## src/design/hsbe_queue.sv

```systemverilog
`default_nettype none
// Two-entry queue between front and back end.
module hsbe_queue #(
	parameter int WIDTH = 8
) (
	input  wire logic             clk,
	input  wire logic             arst_n,
	input  wire logic             in_valid,
	output logic                  in_ready,
	input  wire logic [WIDTH-1:0] in_data,
	output logic                  out_valid,
	input  wire logic             out_ready,
	output logic [WIDTH-1:0]      out_data
);

	logic [WIDTH-1:0] data_q [2];
	logic             wp_q;
	logic             rp_q;
	logic [1:0]       cnt_q;
	logic             push;
	logic             pop;

	assign in_ready  = (cnt_q != 2'd2);
	assign out_valid = (cnt_q != 2'd0);
	assign out_data  = data_q[rp_q];
	assign push      = in_valid && in_ready;
	assign pop       = out_valid && out_ready;

	// Pointers and fill count.
	always_ff @(posedge clk or negedge arst_n) begin
		if (!arst_n) begin
			wp_q  <= 1'b0;
			rp_q  <= 1'b0;
			cnt_q <= 2'd0;
		end else begin
			if (push) wp_q <= ~wp_q;
			if (pop) rp_q <= ~rp_q;
			cnt_q <= cnt_q + 2'(push) - 2'(pop);
		end
	end

	// Entry storage.
	always_ff @(posedge clk) begin
		if (push) begin
			data_q[wp_q] <= in_data;
		end
	end

`ifndef SYNTHESIS
	a_no_overflow: assert property (@(posedge clk) disable iff (!arst_n)
		cnt_q != 2'd3) else $error("queue count out of range");
	a_pop_moves: assert property (@(posedge clk) disable iff (!arst_n)
		(pop && !push) |=> (cnt_q == $past(cnt_q) - 2'd1)) else $error("pop lost");
	a_push_moves: assert property (@(posedge clk) disable iff (!arst_n)
		(push && !pop) |=> (cnt_q == $past(cnt_q) + 2'd1)) else $error("push lost");
`endif

endmodule
`default_nettype wire

```

## config.mk

```make
export PLATFORM = sky130hd
export DESIGN_NAME = hsbe_queue
export DESIGN_NICKNAME = d
export VERILOG_FILES = /design/src/design/hsbe_queue.sv
export SDC_FILE = /design/constraint.sdc
export NUM_CORES = 1
export LEC_CHECK = 0
export ABC_AREA = 1
export BUFFER_PORTS_ARGS = -buffer_cell sky130_fd_sc_hd__buf_4
export CORE_MARGIN = 3
export CORE_UTILIZATION = 30
export CTS_CLUSTER_DIAMETER = 40
export DETAILED_ROUTE_END_ITERATION = 7
export PLACE_DENSITY = 0.63
export SYNTH_ARGS = -nofsm -noshare
export SYNTH_HDL_FRONTEND = slang
export SYNTH_SLANG_ARGS = --single-unit
```

## constraint.sdc

```tcl
create_clock -name clk -period 1.3 [get_ports clk]
set_input_delay 0.26 -clock clk [delete_from_list [all_inputs] [get_ports clk]]
set_output_delay 0.26 -clock clk [all_outputs]
set_load 0.02 [all_outputs]
```

==> results of run 1 <==
==> final cells by class <==
cell class / instances / area, um2
fillers: 245 / 1220
multi-input cells: 43 / 300
clock inverters: 1 / 30.0
clock buffers: 3 / 22.5
repair buffers: 34 / 314
well taps: 30 / 37.5
inverters: 9 / 41.3
flip-flops and latches: 20 / 583
==> synth_stat cells, drive strengths merged <==
master	number
nand2	37
ha	2
inv	9
nand3	3
nor2	1
edfxtp	16
dfrtp	4
buf	1
==> critical path: stages (launching register included) <==
cell and delay [ps]:
dfrtp_2 460, buf_6 150, nand2_2 60, nand2_2 50
buf_6 120
==> metrics by stage <==
| step | util [%] | hold slack (ps) | std cells | instance area [um2] |
|---|---|---|---|---|
| CTS | 49.4 | 126 | 139 | 1260 |
| detailed placement | 43.0 | 60.5 | 133 | 1090 |
| finish | 52.2 | 136 | 140 | 1330 |
| global route | 52.2 | 123 | 140 | 1330 |
| global placement | 43.0 | 62.9 | 133 | 1090 |
| floorplan | - | -35.6 | 73 | 836 |
==> registers in the layout, indices dropped and copies added (netlist names) <==
name and cells:
wp_q 1, data_q 16, rp_q 1, cnt_q 2
==> path summary, 6_finish.rpt <==
check / end / startpoint / slack [ps]
setup / recovery: out_data[5] / rp_q$_DFFE_PN0P_ / -100
hold / removal: data_q[1][0]$_DFFE_PP_ / in_data[0] / 140
setup reg to reg: cnt_q[1]$_DFF_PN0_ / cnt_q[1]$_DFF_PN0_ / -40
hold reg to reg: wp_q$_DFFE_PN0N_ / wp_q$_DFFE_PN0N_ / 520
max in group asynchronous: rp_q$_DFFE_PN0P_ / arst_n / 910
min in group asynchronous: cnt_q[0]$_DFF_PN0_ / arst_n / 280
==> per-layer routing <==
metal	vias up	GRT usage (%)	wire length, um	share of wire, %
met5	-	0	0	0
met4	0	3.97	13	0.76
met3	2	1.75	73	4.3
met2	17	17.9	922	54
met1	299	12.9	701	41
li1	304	-	-	-
==> power by group <==
| part | switching [mW] | internal (mW) |
|---|---|---|
| logic | 0.904 | 0.843 |
| registers | 0.107 | 0.898 |
| clock network | 0.193 | 0.311 |
| total | 1.20 | 2.05 |
==> repair_timing <==
action,CTS,global route
setup buffers,1,1
endpoints found under the setup margin,12,24
pin swaps,10,13
hold buffers,1,0
hold endpoints to repair,4,0
gates resized for setup,24,23
==> cell usage in the layout (no fill, tap or decap), drive strengths merged <==
| master | n |
|---|---|
| nand2 | 37 |
| buf | 33 |
| edfxtp | 16 |
| inv | 8 |
| dfrtp | 4 |
| clkbuf | 3 |
| nand3 | 3 |
| ha | 2 |
| clkinv | 1 |
| nor2 | 1 |
| bufinv | 1 |
| dlygate4sd3 | 1 |
==> cell families (layout without fill, tap and decap cells) <==
| kind of cell | count (synthesis) | count (layout) | share of synthesized area, % |
|---|---|---|---|
| simple gates | 41 | 41 | 21.1 |
| fa+ha+maj | 2 | 2 | 3.02 |
| flops | 20 | 20 | 70.1 |
| buf+inv | 10 | 47 | 5.74 |
==> flow_summary.ini, run 1 <==
[outcome]
outcome = complete, but fails checks
violations = setup timing

[detailed_routing]
drt_pass1_iterations = 4
routed-via-count = 622
routed_wl_um = 1710
drt_iter0_markers = 10
drc = 0
via_per_inst = 4.44
post_drt_wl_per_cell_um = 12.2
antenna_left = 0

[logic_synthesis]
syn_area_um2 = 828
syn_nets = 87
yosysSeqAreaShare_pct = 70.1
synth_top_cell_by_area = edfxtp_1
syn_inst = 73
synth_area_leaders = edfxtp_1, nand2_1, dfrtp_1
avgSynthCellArea_um2 = 11.3
yosys_register_bits = 20
yosysTopAreaCellShare_pct = 58.0
synthDistinctLibCells = 12
synth_warnings = 0

[clocking]
cts_buffer_depth = 2
cts_sinks = 20
cts-root-buf = clkbuf_4
cts_tree = built
clk_pin_slew_ps = 110
worstSkewPairLatency_ps = 300
cts_buffers = 3
htreeDepth = 1

[sta]
slew_violations = 0
fin_tns_setup_ps = -936
relSlewSlack_pct = 92.0
rsz0062_at_grt = true
setup_violations = 11
tightest_slew_ps = 120
min_period_ps = 1400
layout_setup_ws_ps = -104
hold_violations = 0
max_freq_mhz = 712
finalCritPeriodShare_pct = 108
skew_ps = 0.960

[critical_path]
crit_required_ps = 1040
cp-end-kind = output pin
critPathLaunchType = flip-flop
cp_max_fo = 5
criticalPathCategory = reg2out
reg2reg_depth = 9
arrival_ps = 1140

[global_routing]
antenna_found_initial = 0
first_global_vias = 623
gr-total-overflow = 0
grtUsageTotal_pct = 10.4
grt_pass1_wl_um = 2660
grt_max_degree = 13

[die]
die_x_um = 58.5
initial_core_util_pct = 32.5
core_area_um2 = 2540
rows = 18
die_h_um = 58.5
ios = 22
dieArea_um2 = 3430

[pwr]
p_total_mw = 3.26
p_leak_nw = 0.604
peakVddDrop_uv = 1310
powerDensity_nw_per_um2 = 2450

[final_layout]
nets = 125
synthToLayoutAreaGrowth_pct = 60.4
num_antenna_cells = 0
drive_gt1_share_pct = 64.5

[place]
finalWeightedCongestion = 0.731
dp_hpwl_um = 1200
place_ws_ps = -67.2
numPortBuffers = 21

[job]
drv_cap = 0

[min_path]
hp-class = in2reg
holdPathStages = 1
Note: power is estimated with default switching activity, not from simulation.
==> inputs of run 2 (changes only) <==
- CAP_MARGIN: default -> 20
- CORE_UTILIZATION: 30 -> 35
- PLACE_DENSITY: 0.63 -> 0.7
==> run 2 against run 1 <==
Effect of this change:
- the run still ends with setup timing left
- count of clock-buffer cells in the layout did not move
- combinational power rose by 14%
- final area rose by 6.5%
- final cell count rose by 3.6%
- die area fell by 13%
- fmax fell by 1.0%
- total power rose by 6.7%
- sequential power barely moved
- clock power fell by 2%
- sequential share of layout area fell by 2.8 points
- largest power group unchanged
- highest routed layer is now met3
==> flow_summary.ini, run 2 (same netlist as run 1, synthesis figures left out) <==
[die]
dieArea_um2 = 2990
ios = 22
die_h_um = 54.6
die_x_um = 54.6
rows = 16
core_area_um2 = 2100
initial_core_util_pct = 39.4

[final_layout]
final_cell_mix = buf_4, nand2_2, buf_6
nets = 133
synthToLayoutAreaGrowth_pct = 70.8
largest_register_ff_count = 16
top_regs = data_q: 16 flops, cnt_q: 2 flops
fill_cells = 159
num_antenna_cells = 0
post-route-util_pct = 67.3
final_area_um2 = 1420
drive_gt1_share_pct = 68.6
top_register = data_q
fin_cells = 145
layout_commonest_cell = buf_4

[critical_path]
cp.buffers_inverters = 2
crit_end = out_data[3]
reg2reg_slack_ps = -110
critPathTopFamily = flip-flops
crit_slowest_cell = dfrtp_2
path_cells = buf_6 > nand2_1 > nand2_1 > buf_6
crit_required_ps = 1040
worstReg2RegEnd = rp_q$_DFFE_PN0P_
criticalPathCategory = reg2out
max_stage_delay_ps = 470
critPathLaunchType = flip-flop
arrival_ps = 1160
crit_path_start = rp_q$_DFFE_PN0P_
cp-end-kind = output pin
reg2reg_depth = 10
cp.depth = 4
cp_max_fo = 5
rr_startpoint = cnt_q[1]$_DFF_PN0_

[sta]
min_period_ps = 1420
max_freq_mhz = 705
relSlewSlack_pct = 90.2
finalCritPeriodShare_pct = 109
rsz0062_at_grt = true
slew_violations = 0
skew_ps = 4.58
tightest_slew_ps = 147
hold_violations = 0
layout_setup_ws_ps = -119
setup_violations = 20

[detailed_routing]
antenna_left = 0
drt_iter0_markers = 10
via_per_inst = 4.40
drc = 0
routed_wl_um = 1790
routed-via-count = 638
post_drt_wl_per_cell_um = 12.3
drt_pass1_iterations = 5

[global_routing]
grt_max_degree = 13
first_global_vias = 700
grtUsageTotal_pct = 14.3
antenna_found_initial = 0
grt_pass1_wl_um = 2960
gr-total-overflow = 0

[outcome]
outcome = complete, but fails checks
violations = setup timing

[pwr]
p_total_mw = 3.48
p_int_mw = 2.21
p_leak_nw = 0.647
swShare_pct = 36.4
p_seq_share_pct = 28.5
peakVddDrop_uv = 1740
p_comb_share_pct = 57.2
clkPwrFrac_pct = 14.3
powerDensity_nw_per_um2 = 2460
power.switching_mw = 1.26

[clocking]
clk_pin_slew_ps = 110
cts_sinks = 20
cts_buffer_depth = 2
cts_tree = built
htreeDepth = 1
worstSkewPairLatency_ps = 300
cts-root-buf = clkbuf_4
cts_buffers = 3

[place]
place_ws_ps = -84.4
place_inst = 130
numPortBuffers = 21
dp_hpwl_um = 1190
finalWeightedCongestion = 0.654
place_area_um2 = 1100

[min_path]
hp-class = in2reg
min_from = in_data[4]

[job]
drv_cap = 0
==> run 2: cell count changes in the layout (fill, tap and decap cells not counted), sizes merged <==
cell	delta
buf	+8
==> run 2: worst min-delay path by stage <==
stage                             endpoint  depth (start not counted)
CTS                 data_q[1][4]$_DFFE_PP_                          1
global route        data_q[1][7]$_DFFE_PP_                          1
global placement          wp_q$_DFFE_PN0N_                          1
finish              data_q[0][4]$_DFFE_PP_                          1
floorplan               cnt_q[0]$_DFF_PN0_                          0
detailed placement        rp_q$_DFFE_PN0P_                          1
==> run 2: routing by layer <==
layer	GRT usage, %	wire length, um	up-vias	share of wire (%)
met2	26.0	961	18	54
met1	15.2	729	298	41
met4	4.98	0	0	0
li1	-	-	322	-
met3	4.63	99	0	5.5
met5	0	0	-	0
==> run 2: area by class of cell <==
| class | instances | area, um2 | share of cell area (%) |
|---|---|---|---|
| timing repair buffer | 42 | 398 | 28.1 |
| sequential | 20 | 582 | 41.1 |
| multi-input combinational | 43 | 308 | 21.8 |
| clock inverter | 1 | 30.0 | 2.12 |
| tap | 27 | 33.8 | 2.39 |
| inverter | 9 | 41.3 | 2.92 |
| clock buffer | 3 | 22.5 | 1.59 |
==> run 2: timing repair <==
item | 4_1_cts | 5_1_grt
buffers inserted | 6 | 4
pin swaps | 14 | 12
hold endpoints to repair | 4 | 0
hold buffers | 1 | 0
setup endpoints to repair | 12 | 21
gates resized for setup | 25 | 27
==> run 2: power groups by stage <==
| stage | Combinational, mW | Clock [mW] | Sequential (mW) |
|---|---|---|---|
| after detailed placement | 1.31 | 0 | 0.984 |
| after floorplan | 0.735 | 0 | 0.960 |
| after global placement | 1.27 | 0 | 0.977 |
| after CTS | 1.70 | 0.511 | 0.983 |
| final | 1.99 | 0.496 | 0.992 |
| after global routing | 2.16 | 0.537 | 1.01 |
==> run 2: stage by stage <==
stage	hold WS [ps]	setup TNS [ps]
after floorplan	-35.6	-35.3
after global placement	59.6	-3.66
after detailed placement	61.6	-107
after CTS	129	-1230
after global routing	115	-2390
final	140	-1330
