--- config.mk ---
export PLATFORM = sky130hd
export DESIGN_NAME = hsbe_front_flat
export DESIGN_NICKNAME = d
export VERILOG_FILES = /design/src/design/hsbe_pkg.sv /design/src/design/hsbe_req_if.sv /design/src/design/hsbe_front.sv /design/src/flat_wrapper.sv
export SDC_FILE = /design/constraint.sdc
export NUM_CORES = 1
export LEC_CHECK = 0
export BUFFER_PORTS_ARGS = -buffer_cell sky130_fd_sc_hd__buf_2
export CAP_MARGIN = 15
export CORE_MARGIN = 3
export CORE_UTILIZATION = 40
export CTS_BUF_LIST = sky130_fd_sc_hd__clkbuf_4
export CTS_CLUSTER_SIZE = 14
export DETAILED_ROUTE_END_ITERATION = 8
export PLACE_DENSITY = 0.66
export SYNTH_ARGS = -nofsm -noshare
export SYNTH_HDL_FRONTEND = slang
export SYNTH_SLANG_ARGS = --single-unit
--- constraint.sdc ---
create_clock -name clk -period 9.8 [get_ports clk]
set_input_delay 0.98 -clock clk [delete_from_list [all_inputs] [get_ports clk]]
set_output_delay 0.98 -clock clk [all_outputs]
set_load 0.01 [all_outputs]
--- src/design/hsbe_pkg.sv ---
`default_nettype none
package hsbe_pkg;

	// Request codes; the unused code acts as a search.
	typedef enum logic [1:0] {
		KIND_INSERT = 2'd0,
		KIND_DELETE = 2'd1,
		KIND_SEARCH = 2'd2,
		KIND_SPARE  = 2'd3
	} kind_t;

	localparam int KEY_W   = 63;
	localparam int VALUE_W = 64;
	localparam int COUNT_W = 11;
	localparam logic [COUNT_W-1:0] COUNT_RESET = 11'd1024;

	// Request payload.
	typedef struct packed {
		logic [1:0]         kind;
		logic [KEY_W-1:0]   item_key;
		logic [VALUE_W-1:0] item_value;
	} req_t;

	// Result payload.
	typedef struct packed {
		logic success;
		logic bucket_full;
	} rsp_t;

endpackage
`default_nettype wire

--- src/design/hsbe_req_if.sv ---
`default_nettype none
interface hsbe_req_if;
	logic               valid;
	logic               ready;
	hsbe_pkg::req_t     payload;
	modport source (output valid, output payload, input ready);
	modport sink (input valid, input payload, output ready);
endinterface
`default_nettype wire

--- src/design/hsbe_front.sv ---
`default_nettype none
// Front end: accepts requests and reduces the key to its bucket with a
// restoring divider, one quotient bit per cycle.
module hsbe_front #(
	parameter int MAX_BUCKETS = 1024,
	localparam int BKT_W = (MAX_BUCKETS > 1) ? $clog2(MAX_BUCKETS) : 1
) (
	input  wire logic                          clk,
	input  wire logic                          arst_n,
	hsbe_req_if.sink                           req,
	input  wire logic [hsbe_pkg::COUNT_W-1:0]  bucket_count,
	output logic                               job_valid,
	input  wire logic                          job_ready,
	output logic [1:0]                         job_kind,
	output logic [hsbe_pkg::KEY_W-1:0]         job_key,
	output logic [BKT_W-1:0]                   job_bucket
);

	localparam int KEY_W = hsbe_pkg::KEY_W;
	localparam int CNT_W = $clog2(KEY_W + 1);
	localparam int DIV_W = (hsbe_pkg::COUNT_W > BKT_W + 1) ? hsbe_pkg::COUNT_W : BKT_W + 1;
	localparam int REM_W = DIV_W + 1;

	typedef enum logic [2:0] {
		F_IDLE = 3'b001,
		F_DIV  = 3'b010,
		F_DONE = 3'b100
	} fstate_t;

	fstate_t            state_q;
	logic [CNT_W-1:0]   cnt_q;
	logic [KEY_W-1:0]   shift_q;
	logic [REM_W-1:0]   rem_q;
	logic [DIV_W-1:0]   div_q;
	logic [DIV_W-1:0]   eff_count;
	logic [REM_W-1:0]   rem_sh;
	logic [REM_W-1:0]   rem_sub;

	// Clamp the divisor into one to MAX_BUCKETS.
	always_comb begin
		eff_count = DIV_W'(bucket_count);
		if (bucket_count == '0) begin
			eff_count = DIV_W'(1);
		end else if (DIV_W'(bucket_count) > DIV_W'(MAX_BUCKETS)) begin
			eff_count = DIV_W'(MAX_BUCKETS);
		end
	end

	// One restoring step of the remainder.
	always_comb begin
		rem_sh  = {rem_q[REM_W-2:0], shift_q[KEY_W-1]};
		rem_sub = rem_sh - {1'b0, div_q};
	end

	assign req.ready  = (state_q == F_IDLE);
	assign job_valid  = (state_q == F_DONE);
	assign job_bucket = rem_q[BKT_W-1:0];

	// Divider sequencer.
	always_ff @(posedge clk or negedge arst_n) begin
		if (!arst_n) begin
			state_q <= F_IDLE;
			cnt_q   <= '0;
		end else begin
			unique case (state_q)
				F_IDLE: begin
					if (req.valid) begin
						state_q <= F_DIV;
						cnt_q   <= CNT_W'(KEY_W);
					end
				end
				F_DIV: begin
					cnt_q <= cnt_q - 1'b1;
					if (cnt_q == CNT_W'(1)) begin
						state_q <= F_DONE;
					end
				end
				F_DONE: begin
					if (job_ready) begin
						state_q <= F_IDLE;
					end
				end
				default: state_q <= F_IDLE;
			endcase
		end
	end

	// Datapath registers.
	always_ff @(posedge clk) begin
		if (state_q == F_IDLE && req.valid) begin
			job_kind <= req.payload.kind;
			job_key  <= req.payload.item_key;
			shift_q  <= req.payload.item_key;
			rem_q    <= '0;
			div_q    <= eff_count;
		end else if (state_q == F_DIV) begin
			shift_q <= {shift_q[KEY_W-2:0], 1'b0};
			rem_q   <= rem_sub[REM_W-1] ? rem_sh : rem_sub;
		end
	end

`ifndef SYNTHESIS
	a_rem_below_div: assert property (@(posedge clk) disable iff (!arst_n)
		job_valid |-> (rem_q < {1'b0, div_q})) else $error("remainder not reduced");
	a_div_len: assert property (@(posedge clk) disable iff (!arst_n)
		(state_q == F_DIV && cnt_q == CNT_W'(1)) |=> job_valid) else $error("divider length");
	a_div_nonzero: assert property (@(posedge clk) disable iff (!arst_n)
		(state_q == F_DIV) |-> (div_q != '0)) else $error("zero divisor");
`endif

endmodule
`default_nettype wire

--- src/flat_wrapper.sv ---
// flat-port wrapper written by rule: the top's interface ports become plain ports
module hsbe_front_flat 
#(
	parameter int MAX_BUCKETS = 1024,
	localparam int BKT_W = (MAX_BUCKETS > 1) ? $clog2(MAX_BUCKETS) : 1
)
  (clk, arst_n, bucket_count, job_valid, job_ready, job_kind, job_key, job_bucket, req_valid, req_payload, req_ready);
  hsbe_req_if req_i ();
  input  wire logic clk;
  input  wire logic arst_n;
  input  wire logic [hsbe_pkg::COUNT_W-1:0] bucket_count;
  output logic job_valid;
  input  wire logic job_ready;
  output logic [1:0] job_kind;
  output logic [hsbe_pkg::KEY_W-1:0] job_key;
  output logic [BKT_W-1:0] job_bucket;
  input wire logic [$bits(req_i.valid)-1:0] req_valid;
  input wire logic [$bits(req_i.payload)-1:0] req_payload;
  output wire logic [$bits(req_i.ready)-1:0] req_ready;
  assign req_i.valid = req_valid;
  assign req_i.payload = req_payload;
  assign req_ready = req_i.ready;
  hsbe_front #(.MAX_BUCKETS(MAX_BUCKETS)) u_core (.clk(clk), .arst_n(arst_n), .req(req_i), .bucket_count(bucket_count), .job_valid(job_valid), .job_ready(job_ready), .job_kind(job_kind), .job_key(job_key), .job_bucket(job_bucket));
endmodule
==> results.cfg, run 1 <==
[timing]
worst_hold_slack_ns = 0.244
timing.fmax_ghz = 0.341
fin_crit_sh = 0.299
clock-skew-final_ns = 0.0129
period_minus_slack_ns = 2.93
rsz0062_at_grt = false
tightestPinTransition_ns = 0.938
slew-limit-headroom = 0.375
setup_viol = 0
tns_ns = 0
fin_ws_ns = 6.87
slew_viol_final = 0
hold_violations = 0

[yosys]
synth_cells = 557
yosys-top-cells-count = nand2_1 (206), edfxtp_1 (139), clkbuf_1 (18), inv_1 (18), nor2_1 (16)
netlist.area_leader.share = 0.624
yosys-top-cells-area = edfxtp_1 (62%), nand2_1 (12%), dfxtp_1 (3.3%), dfrtp_1 (3.0%), ha_1 (2.4%)
synth_cell_types = 50
synth_top_cell_by_area = edfxtp_1
yosys_warnings = 0
syn_area_mm2 = 0.00669
async_reset_ff_frac = 0.0566
yosysMostFrequentCell = nand2_1
syn_nets = 715
synth.yosys.seq_area_share = 0.691
synth_seq_cells = 159
ys.flop_type = edfxtp_1
syn_avg_cell_area_um2 = 12.0
synth_edf_count = 139

[route]
drt_wl_total_mm = 13.4
vias_per_cell = 4.86
drt_iter0_drc = 313
wl_per_cell_um = 14.3
drt_pass1_iterations = 4
via_count = 4534
ant_nets = 0
drc_errors = 0

[global_routing]
antenna_found_initial = 2
grt_pass1_wl_mm = 21.5
gr-total-overflow = 0
grtUsageTotal = 0.149
grt_pass1_vias = 4429
grt_max_degree = 91

[power]
power_w = 0.00235
power.density_mw_per_mm2 = 298
power_leakage_nw = 3.39
peakVddDrop_mv = 0.124

[cts]
cts_buffers = 17
cts-root-buf = clkbuf_4
ctsResizeCount = 0
hold_buffers = 0
clkLatencyLatePin_ns = 0.56
cts_tree = yes
clock_path_buffers = 2
path_clk_slew_ns = 0.14
h-tree-depth = 4
clock_sinks = 159
post_cts_buffers = 0

[floorplanning]
floorplan.die_area_mm2 = 0.0183
fp.dieH_um = 135
core_mm2 = 0.0161
die_x_um = 135
io_pins = 221
std_cell_rows = 46
start_util = 0.415

[worst_setup_path]
critPathCapture = u_core.shift_q[4]
critPathKind = reg2reg
timing.critical_path.arrival_ns = 3.12
rrSetupSlack_ns = 6.87
crit_fanout = 64
endpoint_kind = flip-flop
r2r_start = u_core.state_q[0]
cp-startpoint = u_core.state_q[0]
reg2reg_depth = 6
cp.required_ns = 9.99
cp-start-kind = flip-flop
r2r_end = u_core.shift_q[4]

[finish]
area_growth_pct = 17.9
drive_gt1_frac = 0.287
fin_nets = 860

[placement]
gp_routability_congestion = 0.848
hpwl_mm = 9.15
io_buffers = 156
place_ws_ns = 6.71

[outcome]
status = finished, final reports clean

[flow_run]
cap_violations = 0

[hold_path]
hp-class = in2async
[power by group]
| group | total (W) | switching (W) | leakage, nW | internal, W |
|---|---|---|---|---|
| clock network | 0.000399 | 0.000243 | 0.146 | 0.000155 |
| logic | 0.000805 | 0.000541 | 1.76 | 0.000264 |
| registers | 0.00115 | 0.0000811 | 1.49 | 0.00107 |
| total | 0.00235 | 0.000865 | 3.39 | 0.00149 |
[final cells by class]
class	instances	area, um2
clock inverter	15	161
fill	1501	8230
multi-input combinational	346	1830
clock buffer	17	128
inverter	19	73.8
timing repair buffer	159	803
tap	216	270
sequential	159	4620
antenna	2	5.00
[routing by layer]
layer / global-route usage / wire (um) / up-vias
met3: 0.0483 / 828 / 27
met5: 0 / 0 / -
li1: - / - / 2231
met4: 0.0622 / 369 / 0
met1: 0.188 / 5830 / 2124
met2: 0.239 / 6350 / 152
[critical path, stage by stage, from the launching register on]
cell     delay (ns)
dfstp_2        0.60
nor3b_1        0.34
nand2_2        0.13
inv_4          0.48
nor2_1         0.21
inv_2          0.09
buf_4          0.62
[flip-flops by register name, indices dropped and copies added (netlist names)]
signal	flops
u_core.job_key	63
u_core.div_q	11
u_core.job_kind	2
u_core.shift_q	63
u_core.cnt_q	6
u_core.rem_q	11
u_core.state_q	3
[stage by stage]
step                utilization  instance area [um2]  cells
finish                    0.490                 7890    933
global route              0.490                 7890    933
CTS                       0.489                 7880    931
detailed placement        0.471                 7590    899
global placement          0.471                 7590    899
floorplan                     -                 6690    557
[cells in the final DEF (no fill, tap or decap), drive strengths merged, types with 9 or more instances in the layout]
| master | instances |
|---|---|
| o21ai | 9 |
| nand2 | 206 |
| dfxtp | 11 |
| nor2 | 17 |
| inv | 24 |
| buf | 159 |
| ha | 13 |
| o211ai | 15 |
| clkbuf | 17 |
| edfxtp | 139 |
| nor2b | 10 |
[worst min path at each step]
stage                    endpoint               start  cells after the start  slack (ns)
6_report          u_core.cnt_q[0]              arst_n                      1        0.24
5_1_grt           u_core.cnt_q[0]              arst_n                      1        0.19
4_1_cts           u_core.cnt_q[0]              arst_n                      1        0.19
3_5_place_dp   u_core.shift_q[59]  u_core.shift_q[58]                      2        0.50
3_3_place_gp      u_core.cnt_q[5]     u_core.cnt_q[5]                      1        0.47
2_1_floorplan     u_core.cnt_q[5]     u_core.cnt_q[5]                      1        0.46
[cell families (layout without fill, tap and decap cells)]
logic type,count (synthesis),count (layout),synth area share
compound gates,57,57,0.0685
flops,159,159,0.691
mux,1,1,0.00150
other cells,0,2,0
simple gates,267,267,0.166
fa+ha+maj,14,14,0.0273
buf+inv,52,210,0.0365
xor+xnor,7,7,0.00917
Power figures use the tool's default switching activity.
==> run 2: changes to the inputs <==
--- a/config.mk
+++ b/config.mk
@@ -5,6 +5,7 @@
 export SDC_FILE = /design/constraint.sdc
 export NUM_CORES = 1
 export LEC_CHECK = 0
+export ABC_AREA = 1
 export BUFFER_PORTS_ARGS = -buffer_cell sky130_fd_sc_hd__buf_2
 export CAP_MARGIN = 15
 export CORE_MARGIN = 3
@@ -12,7 +13,7 @@
 export CTS_BUF_LIST = sky130_fd_sc_hd__clkbuf_4
 export CTS_CLUSTER_SIZE = 14
 export DETAILED_ROUTE_END_ITERATION = 8
-export PLACE_DENSITY = 0.66
+export PLACE_DENSITY = 0.68
 export SYNTH_ARGS = -nofsm -noshare
 export SYNTH_HDL_FRONTEND = slang
 export SYNTH_SLANG_ARGS = --single-unit
==> constraint.sdc (replaced) <==
create_clock -name clk -period 2.6 [get_ports clk]
set_input_delay 0.26 -clock clk [delete_from_list [all_inputs] [get_ports clk]]
set_output_delay 0.26 -clock clk [all_outputs]
set_load 0.01 [all_outputs]
==> run 2 against run 1 <==
Critical path depth increased by 5. Hold slack got worse by 0.16 ns. First-iteration DRC count decreased by 17%. Clock-buffer cell count unchanged. Clock skew increased by 0.0092 ns. Largest cell class unchanged. Synthesized cell count increased by 15%. Final cell count increased by 18%. Non-clock buffer count increased by 79. Wire length increased by 11%. Highest routed layer unchanged.
==> results.cfg, run 2 <==
[worst_setup_path]
cp.depth = 11
timing.critical_path.arrival_ns = 2.57
critical_path.cell_chain = inv_1 > ha_1 > nand2_1 > nand2_1 > a21oi_1 > nand3_2 > nand2_2 > nand2_2 > nand2_1 > nand3_1 > nand2_1
max_stage_delay_ns = 0.38
critPathKind = reg2reg
critical_path.slowest_cell = edfxtp_1
cp-start-kind = flip-flop
cp.required_ns = 3.10
endpoint_kind = flip-flop
cp.buffers_inverters = 1
path_delay_family = simple AND/OR/NAND/NOR gates
reg2reg_depth = 11
crit_fanout = 12
cp_common_cell = nand2_1

[route]
via_count = 4989
ant_nets = 0
met2_length_mm = 7.14
wl_met1_mm = 6.51
vias_per_cell = 4.54
drt_pass1_iterations = 4
wl_per_cell_um = 13.5
drc_errors = 0
drt_wl_total_mm = 14.8
dr_wl_met3_um = 962
drt_iter0_drc = 261
top_layer = met4

[yosys]
syn_nets = 797
yosys-top-cells-area = edfxtp_1 (61%), nand2_1 (15%), dfxtp_1 (3.2%), inv_1 (3.1%), dfrtp_1 (2.9%)
synth.yosys.seq_area_share = 0.674
synth_top_cell_by_area = edfxtp_1
yosys-top-cells-count = nand2_1 (272), edfxtp_1 (139), inv_1 (57), nand3_1 (24), nor2_1 (20)
synth_seq_cells = 159
synth_cell_types = 34
yosysMostFrequentCell = nand2_1
syn_area_mm2 = 0.00686
ys.flop_type = edfxtp_1
syn_avg_cell_area_um2 = 10.7
synth_edf_count = 139
synth_cells = 639
async_reset_ff_frac = 0.0566
yosys_warnings = 0
netlist.area_leader.share = 0.608

[outcome]
status = finished, final reports clean

[floorplanning]
fp.dieH_um = 137
floorplan.die_area_mm2 = 0.0188
die_x_um = 137
io_pins = 221
start_util = 0.411
std_cell_rows = 47
core_mm2 = 0.0167

[cts]
clkLatencyLatePin_ns = 0.54
ctsResizeCount = 0
post_cts_buffers = 0
cts_tree = yes
path_clk_slew_ns = 0.15
h-tree-depth = 4
clock_sinks = 159
cts-root-buf = clkbuf_4
cts_buffers = 17
clock_path_buffers = 2

[timing]
setup_viol = 0
slew_viol_final = 0
tns_ns = 0
clock-skew-final_ns = 0.0221
period_minus_slack_ns = 2.06
hold_violations = 0
slew-limit-headroom = 0.560
tightestPinTransition_ns = 0.660
rsz0062_at_grt = false
timing.fmax_ghz = 0.484
fin_crit_sh = 0.794

[placement]
io_buffers = 156
hpwl_mm = 9.07
gp_routability_congestion = 0.890
dp.cells = 991

[finish]
reg_top3 = u_core.job_key x63, u_core.shift_q x63
area_growth_pct = 29.2
diodes = 0
finalNonFillerCells = 1098
mostFrequentLayoutCells = nand2_1 (271), buf_2 (156), edfxtp_1 (139)
fillers = 1478
final_common_cell = nand2_1
drive_gt1_frac = 0.246
fin_nets = 1024

[global_routing]
antenna_found_initial = 0
gr-total-overflow = 0
grtUsageTotal = 0.164
grt_pass1_wl_mm = 23.8
grt_max_degree = 143
grt_pass1_vias = 4858

[power]
peakVddDrop_mv = 0.497
power.density_mw_per_mm2 = 994
power_leakage_nw = 4.09

[hold_path]
hp-class = in2async

[flow_run]
cap_violations = 0
run 2: timing repair:
action / CTS / global route
setup endpoints to repair: 0 / 0
endpoints found under the hold margin: 147 / 0
hold buffers: 76 / 0
run 2: per-stage QoR:
| step | power, W | area [um2] | utilization | hold slack [ns] | setup slack [ns] |
|---|---|---|---|---|---|
| detailed placement | 0.00714 | 7780 | 0.466 | 0.127 | 0.558 |
| floorplan | 0.00640 | 6860 | - | -0.0356 | 0.106 |
| global placement | 0.00708 | 7780 | 0.466 | 0.121 | 0.595 |
| finish | 0.00881 | 8860 | 0.531 | 0.0830 | 0.535 |
| CTS | 0.00892 | 8860 | 0.531 | 0.00390 | 0.525 |
| global route | 0.00951 | 8860 | 0.531 | 0.000953 | 0.344 |
run 2: metal layers:
layer | global-route usage | vias to the layer above
li1 | - | 2535
met1 | 0.211 | 2305
met2 | 0.257 | 131
met3 | 0.0614 | 18
met4 | 0.0499 | 0
met5 | 0 | -
run 2: power breakdown:
group / switching (W) / total [W] / internal [W]
registers: 0.000271 / 0.00421 / 0.00394
clock network: 0.000957 / 0.00166 / 0.000706
logic: 0.00191 / 0.00294 / 0.00103
total: 0.00314 / 0.00881 / 0.00567
run 2: path summary, 6_finish.rpt:
| check | from | to | slack (ns) |
|---|---|---|---|
| worst min register to register | u_core.rem_q[4] | u_core.rem_q[4] | 0.49 |
| max in group asynchronous | arst_n | u_core.state_q[0] | 2.27 |
| worst max register to register | u_core.div_q[8] | u_core.rem_q[10] | 0.54 |
| min in group clk | bucket_count[1] | u_core.div_q[1] | 0.09 |
| worst min-delay path | arst_n | u_core.cnt_q[1] | 0.08 |
| worst max-delay path | u_core.div_q[8] | u_core.rem_q[10] | 0.54 |
run 2: kinds of logic after synthesis:
logic type	after synthesis	share of synthesized area
simple gates	349	0.213
flops	159	0.674
buf+inv	93	0.0638
compound gates	18	0.0144
fa+ha+maj	14	0.0266
xor+xnor	6	0.00875
run 2: area by class of cell:
| cell class | count | area, um2 | share of cell area |
|---|---|---|---|
| clock buffer | 17 | 128 | 0.0144 |
| clock inverter | 14 | 194 | 0.0219 |
| inverter | 63 | 243 | 0.0274 |
| multi-input combinational | 387 | 1800 | 0.204 |
| sequential | 159 | 4620 | 0.521 |
| tap | 220 | 275 | 0.0311 |
| timing repair buffer | 238 | 1600 | 0.180 |
==> run 3: changes to the inputs <==
==> constraint.sdc (replaced) <==
create_clock -name clk -period 1.8 [get_ports clk]
set_input_delay 0.18 -clock clk [delete_from_list [all_inputs] [get_ports clk]]
set_output_delay 0.18 -clock clk [all_outputs]
set_load 0.01 [all_outputs]
==> run 3 against run 2 <==
The run now ends with setup timing left. Sequential cell count stayed put. Sequential power is 45% higher. Register-to-register slack worse by 0.56 ns. Via count is 8.1% higher. Critical path type unchanged. Total power is 65% higher. Hold slack better by 0.013 ns. Clock skew is 0.0022 ns lower. Critical endpoint is now u_core.shift_q[0]. Clock power is 21% higher. Combinational power is 120% higher. Final cell count is 5.5% higher.
==> results.cfg, run 3 (synthesized netlist as in run 2, its figures left out) <==
[worst_setup_path]
cp.required_ns = 2.08
timing.critical_path.arrival_ns = 2.10
endpoint_kind = flip-flop
crit_fanout = 9
cp-start-kind = flip-flop
critPathKind = reg2reg

[placement]
place_area_mm2 = 0.00810
io_buffers = 156
hpwl_mm = 9.99
gp_routability_congestion = 0.875
place_ws_ns = -0.0794

[global_routing]
grtUsageTotal = 0.171
grt_pass1_vias = 5207
grt_pass1_wl_mm = 25.0
gr-total-overflow = 0
grt_max_degree = 65
antenna_found_initial = 0

[cts]
clkLatencyLatePin_ns = 0.54
clock_path_buffers = 2
clock_sinks = 159
cts_buffers = 17
cts_tree = yes
path_clk_slew_ns = 0.14
cts-root-buf = clkbuf_4
h-tree-depth = 4

[route]
drt_pass1_iterations = 6
drt_iter0_drc = 301
wl_per_cell_um = 14.9
drt_wl_total_mm = 17.3
via_count = 5392
ant_nets = 0
vias_per_cell = 4.66
drc_errors = 0

[floorplanning]
std_cell_rows = 47
floorplan.die_area_mm2 = 0.0188
start_util = 0.411
core_mm2 = 0.0167
die_x_um = 137
fp.dieH_um = 137
io_pins = 221

[timing]
rsz0062_at_grt = true
timing.fmax_ghz = 0.549
period_minus_slack_ns = 1.82
clock-skew-final_ns = 0.0199
hold_violations = 0
slew_viol_final = 0
slew-limit-headroom = 0.683
worst_hold_slack_ns = 0.0957
setup_viol = 37
fin_crit_sh = 1.01
fin_ws_ns = -0.0221
tightestPinTransition_ns = 0.475

[power]
power.density_mw_per_mm2 = 1470
peakVddDrop_mv = 0.750
power_leakage_nw = 4.48

[finish]
area_growth_pct = 43.6
drive_gt1_frac = 0.340
reg_top3 = u_core.job_key x63, u_core.shift_q x63
final_area_mm2 = 0.00985
final_util = 0.590
fillers = 1409
mostFrequentLayoutCells = nand2_1 (259), buf_2 (156), edfxtp_1 (139)
diodes = 0
final_common_cell = nand2_1
fin_nets = 1083

[flow_run]
cap_violations = 0

[hold_path]
hp-class = in2async

[outcome]
violations = setup timing
status = finished with violations
## run 3: cell types whose count changed in the layout (fill, tap and decap cells not counted), sizes merged
cell	before	now
dlygate4sd3	76	80
inv	72	69
bufinv	3	0
clkinv	1	5
clkinvlp	1	3
buf	162	207
clkbuf	17	27
nand2	278	279
## run 3: per-stage QoR
step | cells | total power (W) | TNS (ns)
global placement | 1024 | 0.0108 | -0.0337
floorplan | 639 | 0.00929 | -45.47
global route | 1158 | 0.0155 | -11.38
detailed placement | 1024 | 0.0109 | -0.393
CTS | 1136 | 0.0131 | 0
finish | 1158 | 0.0145 | -0.393
## run 3: worst max-delay path: stages (launching register included)
cell,delay (ns)
dfstp_2,0.58
inv_4,0.05
nor3_4,0.20
nand2_2,0.12
inv_4,0.11
nor2_4,0.04
clkinvlp_4,0.11
buf_12,0.16
clkbuf_16,0.16
## run 3: path summary, 6_finish.rpt
path,startpoint,end,slack (ns),cells after the start
worst max-delay path,u_core.state_q[0],u_core.shift_q[0],-0.02,8
worst min-delay path,arst_n,u_core.state_q[0],0.1,2
worst max register to register,u_core.state_q[0],u_core.shift_q[0],-0.02,8
worst min register to register,u_core.cnt_q[5],u_core.cnt_q[5],0.50,1
max in group asynchronous,arst_n,u_core.cnt_q[1],0.91,3
min in group clk,req_payload[106],u_core.job_key[42],0.35,2
## run 3: layout make-up
cell class	instances	area (um2)	share of cell area
Clock buffer	18	135	0.0137
Clock inverter	14	128	0.0130
Inverter	63	250	0.0254
Multi-Input combinational cell	388	2100	0.213
Sequential cell	159	4620	0.469
Tap cell	220	275	0.0279
Timing Repair Buffer	296	2340	0.238
## run 3: repair_timing
item | 4_1_cts | 5_1_grt
hold endpoints to repair | 150 | 0
buffers inserted | 1 | 11
setup endpoints to repair | 12 | 182
resized for setup | 4 | 71
pin swaps | 2 | 26
hold buffers | 80 | 0
gates cloned | 0 | 11
## run 3: metal layers
layer | share of wire | global-route usage | up-vias | wire length, um
li1 | - | - | 2662 | -
met1 | 0.41 | 0.211 | 2548 | 7070
met2 | 0.51 | 0.286 | 158 | 8860
met3 | 0.061 | 0.0551 | 24 | 1050
met5 | 0 | 0 | - | 0
met4 | 0.016 | 0.0499 | 0 | 272
## run 3: power breakdown
part | switching [W] | internal, W
clock | 0.00139 | 0.000617
sequential | 0.000436 | 0.00568
combinational | 0.00343 | 0.00295
total | 0.00526 | 0.00925
